## config.mk

```make
export PLATFORM = sky130hd
export DESIGN_NAME = rk4_ode_integrator
export DESIGN_NICKNAME = d
export VERILOG_FILES = /design/src/sv/rk4_pkg.sv /design/src/sv/rk4_ode_integrator.sv
export SDC_FILE = /design/constraint.sdc
export NUM_CORES = 2
export LEC_CHECK = 0
export BUFFER_PORTS_ARGS = -buffer_cell sky130_fd_sc_hd__buf_2
export CORE_MARGIN = 2
export CORE_UTILIZATION = 35
export DETAILED_ROUTE_END_ITERATION = 10
export PLACE_DENSITY_LB_ADDON = 0.12
export SLEW_MARGIN = 20
export SYNTH_ARGS = -nofsm -noshare
export SYNTH_HDL_FRONTEND = slang
export SYNTH_SLANG_ARGS = --single-unit
```

## constraint.sdc

```tcl
create_clock -name aclk -period 19.8 [get_ports aclk]
set_input_delay 1.98 -clock aclk [delete_from_list [all_inputs] [get_ports aclk]]
set_output_delay 1.98 -clock aclk [all_outputs]
set_load 0.01 [all_outputs]
```

## src/sv/rk4_pkg.sv

```systemverilog
`timescale 1ns / 1ps

package rk4_pkg;

    // Configuration register indexes
    localparam logic [1:0] CFG_X_START    = 2'd0;
    localparam logic [1:0] CFG_Y_START    = 2'd1;
    localparam logic [1:0] CFG_STEP_SIZE  = 2'd2;
    localparam logic [1:0] CFG_STEP_COUNT = 2'd3;

    // Reset values of the configuration registers
    localparam logic [31:0] X_START_RST    = 32'd0;
    localparam logic [31:0] Y_START_RST    = 32'd524288;
    localparam logic [31:0] STEP_SIZE_RST  = 32'd209715;
    localparam logic [5:0]  STEP_COUNT_RST = 6'd10;

    // Divide by six: 2^28 = 6 * DIV6_HI + 4, DIV3_RECIP = ceil(2^32 / 3)
    localparam logic signed [31:0] DIV6_HI    = 32'sd44739242;
    localparam logic signed [31:0] DIV3_RECIP = 32'sd1431655766;

    // Result of a clamp to the signed 32-bit range
    typedef struct packed {
        logic        hit;
        logic [31:0] val;
    } sat_res_t;

    function automatic sat_res_t sat32(input logic signed [63:0] v);
        sat_res_t r;
        if (v > 64'sd2147483647) begin
            r.hit = 1'b1;
            r.val = 32'h7fff_ffff;
        end else if (v < -64'sd2147483648) begin
            r.hit = 1'b1;
            r.val = 32'h8000_0000;
        end else begin
            r.hit = 1'b0;
            r.val = v[31:0];
        end
        return r;
    endfunction

endpackage

```

## src/sv/rk4_ode_integrator.sv

```systemverilog
`timescale 1ns / 1ps

// Channel   Handshake           Payload
// s_        s_valid / s_ready   s_start_req
// m_        m_valid / m_ready   m_point_index, m_x_value, m_y_value, m_saturated, m_last
// cfg_      cfg_wr_en           cfg_index, cfg_data
//
// A transfer with s_start_req high runs step_count RK4 steps, capped at MAX_STEPS, and emits
// one point more. The initial point is loaded from the push state; each step then runs on the
// single shared 32x32 multiplier (ten products per step, two of them for the reciprocal divide
// by six).
// s_ready is high only between runs; a stalled m_ready holds the sequencer at the next point.
// aresetn (synchronous) restores the configuration defaults and empties the output register.
module rk4_ode_integrator #(
    parameter int MAX_STEPS = 63,
    parameter int FRAC_BITS = 20
) (
    input  logic        aclk,
    input  logic        aresetn,
    // configuration write port
    input  logic        cfg_wr_en,
    input  logic [1:0]  cfg_index,
    input  logic [31:0] cfg_data,
    // request channel
    input  logic        s_valid,
    output logic        s_ready,
    input  logic        s_start_req,
    // point channel
    output logic        m_valid,
    input  logic        m_ready,
    output logic [5:0]  m_point_index,
    output logic signed [31:0] m_x_value,
    output logic signed [31:0] m_y_value,
    output logic        m_saturated,
    output logic        m_last
);
    import rk4_pkg::*;

    localparam int TW = 64 - FRAC_BITS;
    localparam int QW = 56;         // dividend width of the divide by six
    localparam int QH = QW / 2;

    localparam logic signed [31:0] FX_ONE = 32'sd1 <<< FRAC_BITS;
    localparam logic signed [63:0] RND    = 64'sd1 <<< (FRAC_BITS - 1);
    localparam logic signed [63:0] THREE  = 64'sd3 <<< FRAC_BITS;
    localparam logic [5:0]         NMAX   = 6'(MAX_STEPS);

    typedef enum logic [4:0] {
        ST_IDLE, ST_PUSH, ST_STEP_INIT, ST_SQ_MUL, ST_SQ_POST, ST_K_SUB, ST_K_ONE,
        ST_K_ACC, ST_K_ACC2, ST_K_MUL, ST_K_POST, ST_Y_ARG, ST_S_MUL, ST_DIV_PREP,
        ST_DIV_ABS, ST_DIV_HI, ST_DIV_LO, ST_DIV_FIX, ST_Y_UPD, ST_X_UPD
    } state_t;

    state_t state_reg;

    // configuration
    logic signed [31:0] x_start_reg, y_start_reg, step_size_reg;
    logic [5:0]         step_count_reg;

    // datapath registers
    logic signed [31:0] x_reg, y_reg, xm_reg, xe_reg, yt_reg, tmp_reg, kv_reg, s_reg;
    logic signed [39:0] xacc_reg;
    logic signed [63:0] prod_reg;
    logic signed [TW-1:0] t_reg;
    logic [QW-1:0]      dq_reg;
    logic [63:0]        qacc_reg;
    logic               neg_reg;
    logic [1:0]         stage_reg;
    logic [5:0]         k_reg, n_reg;
    logic               sat_reg;

    // output register
    logic               m_valid_reg;
    logic [5:0]         m_point_index_reg;
    logic signed [31:0] m_x_value_reg, m_y_value_reg;
    logic               m_saturated_reg, m_last_reg;

    logic signed [31:0] h, hh, xt, coef, mul_a, mul_b;
    logic signed [63:0] mul_prod, mpost_wide, t_sum, q64;
    logic signed [TW:0] t_ext, u_val;
    sat_res_t           mpost, ksub, kone, acc, yadd, xm_s, xe_s, qsat, xsat;
    logic [5:0]         n_start;
    logic               out_free, out_load;
    logic [31:0]        div_v;
    logic signed [31:0] div_hi, div_w;
    logic [63:0]        q_mag;

    assign h  = step_size_reg;
    assign hh = step_size_reg >>> 1;

    // argument of the square in f(x,y) for the current stage
    always_comb begin
        unique case (stage_reg)
            2'd0:    xt = x_reg;
            2'd3:    xt = xe_reg;
            default: xt = xm_reg;
        endcase
    end
    assign coef = (stage_reg == 2'd2) ? h : hh;

    // shared multiplier operand select
    always_comb begin
        unique case (state_reg)
            ST_SQ_MUL: begin
                mul_a = xt;
                mul_b = xt;
            end
            ST_K_MUL: begin
                mul_a = coef;
                mul_b = kv_reg;
            end
            ST_DIV_HI: begin
                mul_a = div_hi;
                mul_b = DIV6_HI;
            end
            ST_DIV_LO: begin
                mul_a = div_w;
                mul_b = DIV3_RECIP;
            end
            default: begin
                mul_a = h;
                mul_b = s_reg;
            end
        endcase
    end
    assign mul_prod = 64'(mul_a) * 64'(mul_b);

    // rounding, saturating adders
    assign mpost_wide = (prod_reg + RND) >>> FRAC_BITS;
    assign mpost = sat32(mpost_wide);
    assign ksub  = sat32(64'(yt_reg) - 64'(tmp_reg));
    assign kone  = sat32(64'(tmp_reg) + 64'(FX_ONE));
    assign acc   = sat32(64'(s_reg) + 64'(kv_reg));
    assign yadd  = sat32(64'(y_reg) + 64'(tmp_reg));
    assign xm_s  = sat32(64'(x_reg) + 64'(hh));
    assign xe_s  = sat32(64'(x_reg) + 64'(h));
    assign xsat  = sat32(64'(xacc_reg));

    // increment: floor((h*S + 3*2^F) / 2^F) then floor division by six
    assign t_sum = prod_reg + THREE;
    assign t_ext = {t_reg[TW-1], t_reg};
    assign u_val = t_reg[TW-1] ? ((TW+1)'(5) - t_ext) : t_ext;

    // u = hi*2^28 + lo = 6*(hi*DIV6_HI) + (4*hi + lo); the rest goes through 1/3 of its half
    assign div_hi = {4'd0, dq_reg[QW-1:QH]};
    assign div_v  = {2'b00, dq_reg[QW-1:QH], 2'b00} + {4'd0, dq_reg[QH-1:0]};
    assign div_w  = {1'b0, div_v[31:1]};
    assign q_mag  = qacc_reg + {32'd0, prod_reg[63:32]};
    assign q64    = neg_reg ? (64'd0 - q_mag) : q_mag;
    assign qsat   = sat32(q64);

    assign n_start  = (step_count_reg > NMAX) ? NMAX : step_count_reg;
    assign out_free = !m_valid_reg || m_ready;
    assign out_load = (state_reg == ST_PUSH) && out_free;

    // sequencer, datapath and output register
    always_ff @(posedge aclk) begin
        if (!aresetn) begin
            state_reg      <= ST_IDLE;
            m_valid_reg    <= 1'b0;
            x_start_reg    <= X_START_RST;
            y_start_reg    <= Y_START_RST;
            step_size_reg  <= STEP_SIZE_RST;
            step_count_reg <= STEP_COUNT_RST;
            sat_reg        <= 1'b0;
            k_reg          <= '0;
            n_reg          <= '0;
            stage_reg      <= '0;
        end else begin
            if (cfg_wr_en) begin
                unique case (cfg_index)
                    CFG_X_START:    x_start_reg    <= cfg_data;
                    CFG_Y_START:    y_start_reg    <= cfg_data;
                    CFG_STEP_SIZE:  step_size_reg  <= cfg_data;
                    CFG_STEP_COUNT: step_count_reg <= cfg_data[5:0];
                endcase
            end

            // output register: load a point or drain a transfer
            if (out_load) begin
                m_valid_reg <= 1'b1;
            end else if (m_ready) begin
                m_valid_reg <= 1'b0;
            end

            unique case (state_reg)
                ST_IDLE: begin
                    if (s_valid && s_start_req) begin
                        sat_reg   <= 1'b0;
                        n_reg     <= n_start;
                        k_reg     <= '0;
                        x_reg     <= x_start_reg;
                        xacc_reg  <= 40'(x_start_reg);
                        y_reg     <= y_start_reg;
                        state_reg <= ST_PUSH;
                    end
                end
                ST_PUSH: begin
                    if (out_free) begin
                        m_point_index_reg <= k_reg;
                        m_x_value_reg     <= x_reg;
                        m_y_value_reg     <= y_reg;
                        m_saturated_reg   <= sat_reg;
                        m_last_reg        <= (k_reg == n_reg);
                        state_reg         <= (k_reg == n_reg) ? ST_IDLE : ST_STEP_INIT;
                    end
                end
                ST_STEP_INIT: begin
                    xm_reg    <= xm_s.val;
                    xe_reg    <= xe_s.val;
                    sat_reg   <= sat_reg | xm_s.hit | xe_s.hit;
                    yt_reg    <= y_reg;
                    stage_reg <= 2'd0;
                    state_reg <= ST_SQ_MUL;
                end
                ST_SQ_MUL: begin
                    prod_reg  <= mul_prod;
                    state_reg <= ST_SQ_POST;
                end
                ST_SQ_POST: begin
                    tmp_reg   <= mpost.val;
                    sat_reg   <= sat_reg | mpost.hit;
                    state_reg <= ST_K_SUB;
                end
                ST_K_SUB: begin
                    tmp_reg   <= ksub.val;
                    sat_reg   <= sat_reg | ksub.hit;
                    state_reg <= ST_K_ONE;
                end
                ST_K_ONE: begin
                    kv_reg    <= kone.val;
                    sat_reg   <= sat_reg | kone.hit;
                    state_reg <= ST_K_ACC;
                end
                ST_K_ACC: begin
                    // k1 seeds the sum, k2 and k3 go in twice
                    if (stage_reg == 2'd0) begin
                        s_reg <= kv_reg;
                    end else begin
                        s_reg   <= acc.val;
                        sat_reg <= sat_reg | acc.hit;
                    end
                    priority if (stage_reg == 2'd1 || stage_reg == 2'd2) begin
                        state_reg <= ST_K_ACC2;
                    end else if (stage_reg == 2'd3) begin
                        state_reg <= ST_S_MUL;
                    end else begin
                        state_reg <= ST_K_MUL;
                    end
                end
                ST_K_ACC2: begin
                    s_reg     <= acc.val;
                    sat_reg   <= sat_reg | acc.hit;
                    state_reg <= ST_K_MUL;
                end
                ST_K_MUL: begin
                    prod_reg  <= mul_prod;
                    state_reg <= ST_K_POST;
                end
                ST_K_POST: begin
                    tmp_reg   <= mpost.val;
                    sat_reg   <= sat_reg | mpost.hit;
                    state_reg <= ST_Y_ARG;
                end
                ST_Y_ARG: begin
                    yt_reg    <= yadd.val;
                    sat_reg   <= sat_reg | yadd.hit;
                    stage_reg <= stage_reg + 2'd1;
                    state_reg <= ST_SQ_MUL;
                end
                ST_S_MUL: begin
                    prod_reg  <= mul_prod;
                    state_reg <= ST_DIV_PREP;
                end
                ST_DIV_PREP: begin
                    t_reg     <= t_sum[63:FRAC_BITS];
                    state_reg <= ST_DIV_ABS;
                end
                ST_DIV_ABS: begin
                    // negative dividends divide (5 - t) so the result floors
                    neg_reg   <= t_reg[TW-1];
                    dq_reg    <= QW'(u_val);
                    state_reg <= ST_DIV_HI;
                end
                ST_DIV_HI: begin
                    prod_reg  <= mul_prod;
                    state_reg <= ST_DIV_LO;
                end
                ST_DIV_LO: begin
                    qacc_reg  <= prod_reg;
                    prod_reg  <= mul_prod;
                    state_reg <= ST_DIV_FIX;
                end
                ST_DIV_FIX: begin
                    tmp_reg   <= qsat.val;
                    sat_reg   <= sat_reg | qsat.hit;
                    state_reg <= ST_Y_UPD;
                end
                ST_Y_UPD: begin
                    y_reg     <= yadd.val;
                    sat_reg   <= sat_reg | yadd.hit;
                    xacc_reg  <= xacc_reg + 40'(h);
                    k_reg     <= k_reg + 6'd1;
                    state_reg <= ST_X_UPD;
                end
                ST_X_UPD: begin
                    x_reg     <= xsat.val;
                    sat_reg   <= sat_reg | xsat.hit;
                    state_reg <= ST_PUSH;
                end
                default: begin
                    state_reg <= ST_IDLE;
                end
            endcase
        end
    end

    assign s_ready       = (state_reg == ST_IDLE);
    assign m_valid       = m_valid_reg;
    assign m_point_index = m_point_index_reg;
    assign m_x_value     = m_x_value_reg;
    assign m_y_value     = m_y_value_reg;
    assign m_saturated   = m_saturated_reg;
    assign m_last        = m_last_reg;

    // a run stays busy until its final point is loaded
    a_busy_until_last: assert property (@(posedge aclk) disable iff (!aresetn)
        (m_valid && !m_last) |-> !s_ready)
        else $error("request taken while a run is still in progress");

    // the flag restarts clear with each run
    a_first_point_clean: assert property (@(posedge aclk) disable iff (!aresetn)
        (m_valid && m_point_index == 6'd0) |-> !m_saturated)
        else $error("initial point carries a saturation flag");

    // the final point never lies beyond the step limit
    a_last_index: assert property (@(posedge aclk) disable iff (!aresetn)
        (m_valid && m_last) |-> (m_point_index <= NMAX))
        else $error("final point index beyond step limit");

endmodule
```

# == Word-level counts from Yosys, hierarchy flattened ==
# Cells that the tools add are included.
# totals
input_bits,40
reg_bits,709
# op_classes
bitwise_logic,9
order_cmp,19
mul,1
eq_ne,29
n_reduce_logical,39
n_addsub,15
muxes,49
# op_table
cell,count
two-way mux 33 bit,18
case mux 32 bit (2 select lines),5
case mux 32 bit (4 select lines),2
"greater-than comparator 33 x 32 -> 1 bit, second input constant",6
"less-than comparator 33 x 32 -> 1 bit, second input constant",6
adder 32 x 32 -> 33 bit,3
two-way mux 32 bit,3
case mux 32 bit (3 select lines),1
case mux 5 bit (19 select lines),1
case mux 40 bit (2 select lines),1
"adder 64 x 21 -> 64 bit, second input constant",1
"adder 64 x 23 -> 64 bit, second input constant",1
adder 64 x 32 -> 64 bit,1
"greater-than comparator 64 x 32 -> 1 bit, second input constant",1
"less-than comparator 64 x 32 -> 1 bit, second input constant",1
multiplier 32 x 32 -> 64 bit,1
two-way mux 64 bit,1
"subtractor 1 x 64 -> 64 bit, first input constant",1
two-way mux 45 bit,1
"subtractor 4 x 44 -> 45 bit, first input constant",1
"greater-than comparator 44 x 32 -> 1 bit, second input constant",1
"less-than comparator 44 x 32 -> 1 bit, second input constant",1
adder 40 x 32 -> 40 bit,1
"== test 5 x 4 -> 1 bit, second input constant",8
41 further kinds,94

# == Logic depth before layout (Yosys ltp) ==
# depth
ltp_word,8
mapped_depth,51
ltp_nobuf,50

# == Least setup slack after synthesis ==
# OpenSTA, ideal clock, no wires.
# synth_timing
path_type,reg2reg
start,register dq_reg[29]
end,"register prod_reg[63], data pin"
synth_period_minus_slack_ns,11.374
path_stages_with_launch,49
t_required_ns,19.540
arrival_ns,11.114
path_slack_ns,8.426
setup_time_ns,0.260
cell_sequence,edfxtp_1 ha_1 a21o_1 a21oi_1 o21ai_0 a21oi_1 o21ai_0 a21oi_1 o21ai_0 o41ai_1 o21ai_0 o41ai_1 o21a_1 o211ai_1 xor2_1 a211o_1 o21ai_1 clkbuf_1 [13 not listed] fa_1 inv_1 ha_1 a21oi_1 o21ai_0 a21oi_1 nor2_1 nor2_1 o31ai_1 a21o_1 a211o_1 a311oi_1 o311a_1 nor2_1 a211o_1 a221oi_1 o21bai_1 xnor2_1
# synth_between
elab_chain_len,3
# synth_lines
element,line,text
from (decl),rk4_ode_integrator.sv:65,logic [QW-1:0] dq_reg;
from (signal assigned),rk4_ode_integrator.sv:282,dq_reg <= QW'(u_val);
adder 30 x 28 -> 31 bit,rk4_ode_integrator.sv:146,"assign div_v = {2'b00, dq_reg[QW-1:QH], 2'b00} + {4'd0, dq_reg[QH-1:0]};"
case mux 32 bit (4 select lines) (*),rk4_ode_integrator.sv:103,unique case (state_reg)
multiplier 32 x 32 -> 64 bit (*),rk4_ode_integrator.sv:126,assign mul_prod = 64'(mul_a) * 64'(mul_b);
named net mul_prod[63],rk4_ode_integrator.sv:79,"logic signed [63:0] mul_prod, mpost_wide, t_sum, q64;"
to (signal assigned),rk4_ode_integrator.sv:217,prod_reg <= mul_prod;
to (signal assigned),rk4_ode_integrator.sv:257,prod_reg <= mul_prod;
to (signal assigned),rk4_ode_integrator.sv:272,prod_reg <= mul_prod;
to (decl),rk4_ode_integrator.sv:63,logic signed [63:0] prod_reg;
# Mark *: on every way through the listed nets, which the timed path passes. The rest lies on a longest branch.
# A chain may end at the register's enable or synchronous reset.

# == Worst setup path after layout ==
# Ends and elaborated chain as after synthesis.

==> results.py <==
metrics = {
    "grt": {
        "grt.overflow.total": 0,
        "first_global_vias": 69000,
        "grt.total_usage_pct": 27.3,
        "grt_first_pass_wirelength_um": 484000,
        "antenna_found_initial": 38,
        "maximum_number_of_pins_on_one_net_before_global_route_repair": 74,
    },
    "synthesis": {
        "synth_area_leader": "fa_1",
        "avgSynthCellArea_um2": 9.00,
        "post_synth_xor_area_fraction_pct": 5.23,
        "largest_family_of_logic_cells_by_synthesized_area": "adder cells",
        "post_synthesis_compound_gate_area_fraction_pct": 12.9,
        "synth_edf_count": 584,
        "ys_seq_area_share_pct": 24.1,
        "postSynthRegisterBits": 707,
        "synthesis.nets": 10800,
        "mux_share_of_post_synthesis_cell_area_pct": 0.531,
        "synth.cell_area_mm2": 0.0829,
        "yosys_warns": 0,
        "synth_adder_area_share_pct": 33.4,
        "netlist_top_cells_area": "fa_1, edfxtp_1, ha_1",
        "synth_top_flop_cell": "edfxtp_1",
        "gate_count_of_the_mapped_netlist": 9215,
        "yosys.area_share.simple_pct": 15.9,
        "netlist.area_leader.share_pct": 26.3,
        "async_set_or_reset_flop_fraction_in_the_synthesized_netlist_pct": 0,
        "yosys.cell_types.count": 109,
    },
    "sta": {
        "finalSetupViolations": 0,
        "rsz0062_at_grt": "false",
        "tightestPinTransition_ps": 1200,
        "max_clock_freq_mhz": 76.0,
        "setup_tns_ps": 0,
        "timing_max_transition_violations_final": 0,
        "min_period_ps": 13150,
        "timing.slew.headroom_pct": 20.0,
        "timing.clock.skew_ps": 61.7,
        "layout_worst_path_cycle_share_pct": 66.4,
        "timing_hold_violations_final": 0,
    },
    "floorplanning": {
        "boundaryPins": 114,
        "die_w_um": 491,
        "design.die.area_mm2": 0.241,
        "core.rowCount": 178,
        "die_height_um": 491,
        "starting_utilization_of_the_core_area_pct": 35.2,
        "core_area_mm2": 0.235,
    },
    "routing": {
        "routed-via-count": 68800,
        "drc_violation_count_after_routing": 0,
        "wl_per_cell_um": 26.9,
        "initialDrtViolationCount": 6475,
        "avgViaCountPerCell": 5.54,
        "drt-pass1-iter-count": 6,
        "totalWireLength_um": 333000,
        "route.antenna.remaining_nets": 0,
    },
    "setup_path": {
        "timing.critical_path.fanout_max": 20,
        "timing.reg2reg.worst_path_depth": 47,
        "critPathKind": "reg2reg",
        "timing.critical_path.buf_inv": 5,
        "worst_path_dominant_cell_family": "compound AO/OA/AOI/OAI gates",
        "rr_startpoint": "dq_reg[29]",
        "critPathMaxStageDelay_ps": 590,
        "critical_path.startpoint_type": "flip-flop",
        "regToRegEndpoint": "prod_reg[63]",
        "dominant_cell_type_by_count_on_the_critical_path": "fa_1",
        "timing.critical_path.arrival_ps": 13570,
        "timing.critical_path.slowest_stage_cell": "o41ai_1",
        "endpoint_class_of_the_critical_path": "flip-flop",
        "setup.reg_to_reg.worst_slack_ps": 6650,
        "critical_path_required_ps": 20220,
    },
    "layout": {
        "layoutNonFillerInstCount": 12400,
        "sequential_cell_area_mm2": 0.0200,
        "mostFrequentLayoutCell": "nand2_1",
        "n_fill_cell": 23900,
        "flow.area_growth_from_synthesis_pct": 9.45,
        "multi_input_comb_area_mm2": 0.0569,
        "nets": 10800,
        "final_layout_size_suffix_gt1_share_pct": 6.63,
        "layout.cells.most_common_list": "nand2_1, inv_1, fa_1",
    },
    "place": {
        "place_hpwl_um": 252000,
        "dp.cells": 12200,
        "finalWeightedCongestion": 0.950,
        "numPortBuffers": 113,
    },
    "worst_hold_path": {
        "worst_hold_path.num_cells": 0,
        "hp-class": "reg2reg",
        "min_from": "prod_reg[0]",
        "hold_path_end": "qacc_reg[0]",
    },
    "outcome": {
        "run_status": "complete, no violations",
    },
    "clocking": {
        "clkSlewWorstSetupHoldPaths_ps": 60,
        "maximum_count_of_clock_buffers_along_a_single_path": 3,
        "clkSinkCount": 707,
        "clock_insertion_delay_worst_skew_ps": 740,
        "postCtsSetupRepairBufs": 0,
        "cts_tree": "done",
        "cts_hold_buf": 0,
        "post_cts.resized_instances": 0,
        "tritoncts.num_buffers": 86,
        "cts_htree_levels": 3,
        "cell_at_the_root_of_the_clock_tree": "clkbuf_16",
    },
    "power_and_ir_drop": {
        "switching_share_pct": 49.7,
        "power_density_mw_per_mm2": 119,
        "internal_power_mw": 5.41,
        "total_leakage_power_nw": 38.9,
        "power.share.sequential_pct": 18.0,
        "p_sw_mw": 5.34,
        "combinationalPowerShare_pct": 66.1,
        "peakVddDrop_mv": 0.323,
        "clockPowerShare_pct": 16.0,
    },
    "run": {
        "cap_violations": 0,
    },
}
==> through the flow <==
step	hold slack, ps	utilization (%)	instance area, um2	power [mW]	worst slack, ps
2_1_floorplan	400	-	82900	6.41	8430
3_3_place_gp	405	37.2	87700	8.92	6820
3_5_place_dp	405	37.3	87700	8.94	6820
4_1_cts	398	38.5	90700	10.7	6760
5_1_grt	418	38.5	90700	11.5	5940
6_report	388	38.5	90700	10.8	6650
==> worst max-delay path by stage <==
stage	end	cells after the start	from
5_1_grt	prod_reg[63]	48	dq_reg[3]
3_3_place_gp	prod_reg[63]	45	dq_reg[29]
4_1_cts	prod_reg[63]	47	dq_reg[29]
3_5_place_dp	prod_reg[63]	47	dq_reg[29]
2_1_floorplan	prod_reg[63]	48	dq_reg[29]
6_report	prod_reg[63]	47	dq_reg[29]
==> power groups by stage <==
stage | sequential, mW | clock [mW] | combinational, mW
CTS | 1.93 | 1.75 | 7.02
detailed placement | 1.97 | 0 | 6.98
global placement | 1.97 | 0 | 6.96
floorplan | 1.95 | 0 | 4.46
finish | 1.93 | 1.72 | 7.10
global route | 1.94 | 1.80 | 7.81
==> cells in the mapped netlist (all sizes together), types with 30 or more instances <==
| cell | instances |
|---|---|
| nor4 | 48 |
| edfxtp | 584 |
| o22ai | 51 |
| clkbuf | 381 |
| or3 | 55 |
| xnor2 | 316 |
| nand3 | 142 |
| dfxtp | 123 |
| o21ai | 403 |
| a211oi | 44 |
| mux2i | 35 |
| nand2 | 1353 |
| nor2b | 52 |
| inv | 1320 |
| o211ai | 35 |
| ha | 453 |
| nor2 | 813 |
| a22oi | 35 |
| a21oi | 531 |
| and2 | 78 |
| nor3 | 131 |
| or2 | 45 |
| a21o | 120 |
| o21bai | 30 |
| a31oi | 39 |
| a211o | 39 |
| xor2 | 177 |
| nand4 | 79 |
| buf | 33 |
| o31ai | 46 |
| fa | 1090 |
| and3 | 65 |
| nand2b | 59 |
| o21a | 60 |
==> layer usage <==
layer | track usage (%) | up-vias | routed length, um
met5 | 0 | - | 103
met4 | 9.13 | 14 | 12700
met3 | 4.77 | 524 | 26500
met2 | 41.8 | 2723 | 146000
met1 | 38.8 | 35100 | 148000
li1 | - | 30400 | -
==> worst reg2reg max path: cells and delay by family (launching register included) <==
family / cells / cell delay (ps)
xor gates and xnor gates: 2 / 330
DFF: 1 / 420
adders and majority gates: 10 / 4750
buffers and inverters: 5 / 670
and+or+nand+nor: 5 / 540
AOI/OAI and AO/OA: 25 / 6170
==> logic make-up (layout without fill, tap and decap cells) <==
group	count (synthesis)	after routing
compound gates	1681	1681
xor+xnor	493	493
fa+ha+maj	1563	1563
buf+inv	1735	1767
flops	707	707
mux	43	43
other cells	1	11
simple gates	2992	2992
==> cell type report <==
| class | instances | area share, % |
|---|---|---|
| Antenna cell | 10 | 0.0276 |
| Clock buffer | 98 | 2.45 |
| Clock inverter | 62 | 0.877 |
| Inverter | 1321 | 5.47 |
| Multi-Input combinational cell | 6773 | 62.7 |
| Sequential cell | 707 | 22.0 |
| Tap cell | 3150 | 4.34 |
| Timing Repair Buffer | 286 | 2.05 |
Note: power is estimated with default switching activity, not from simulation.
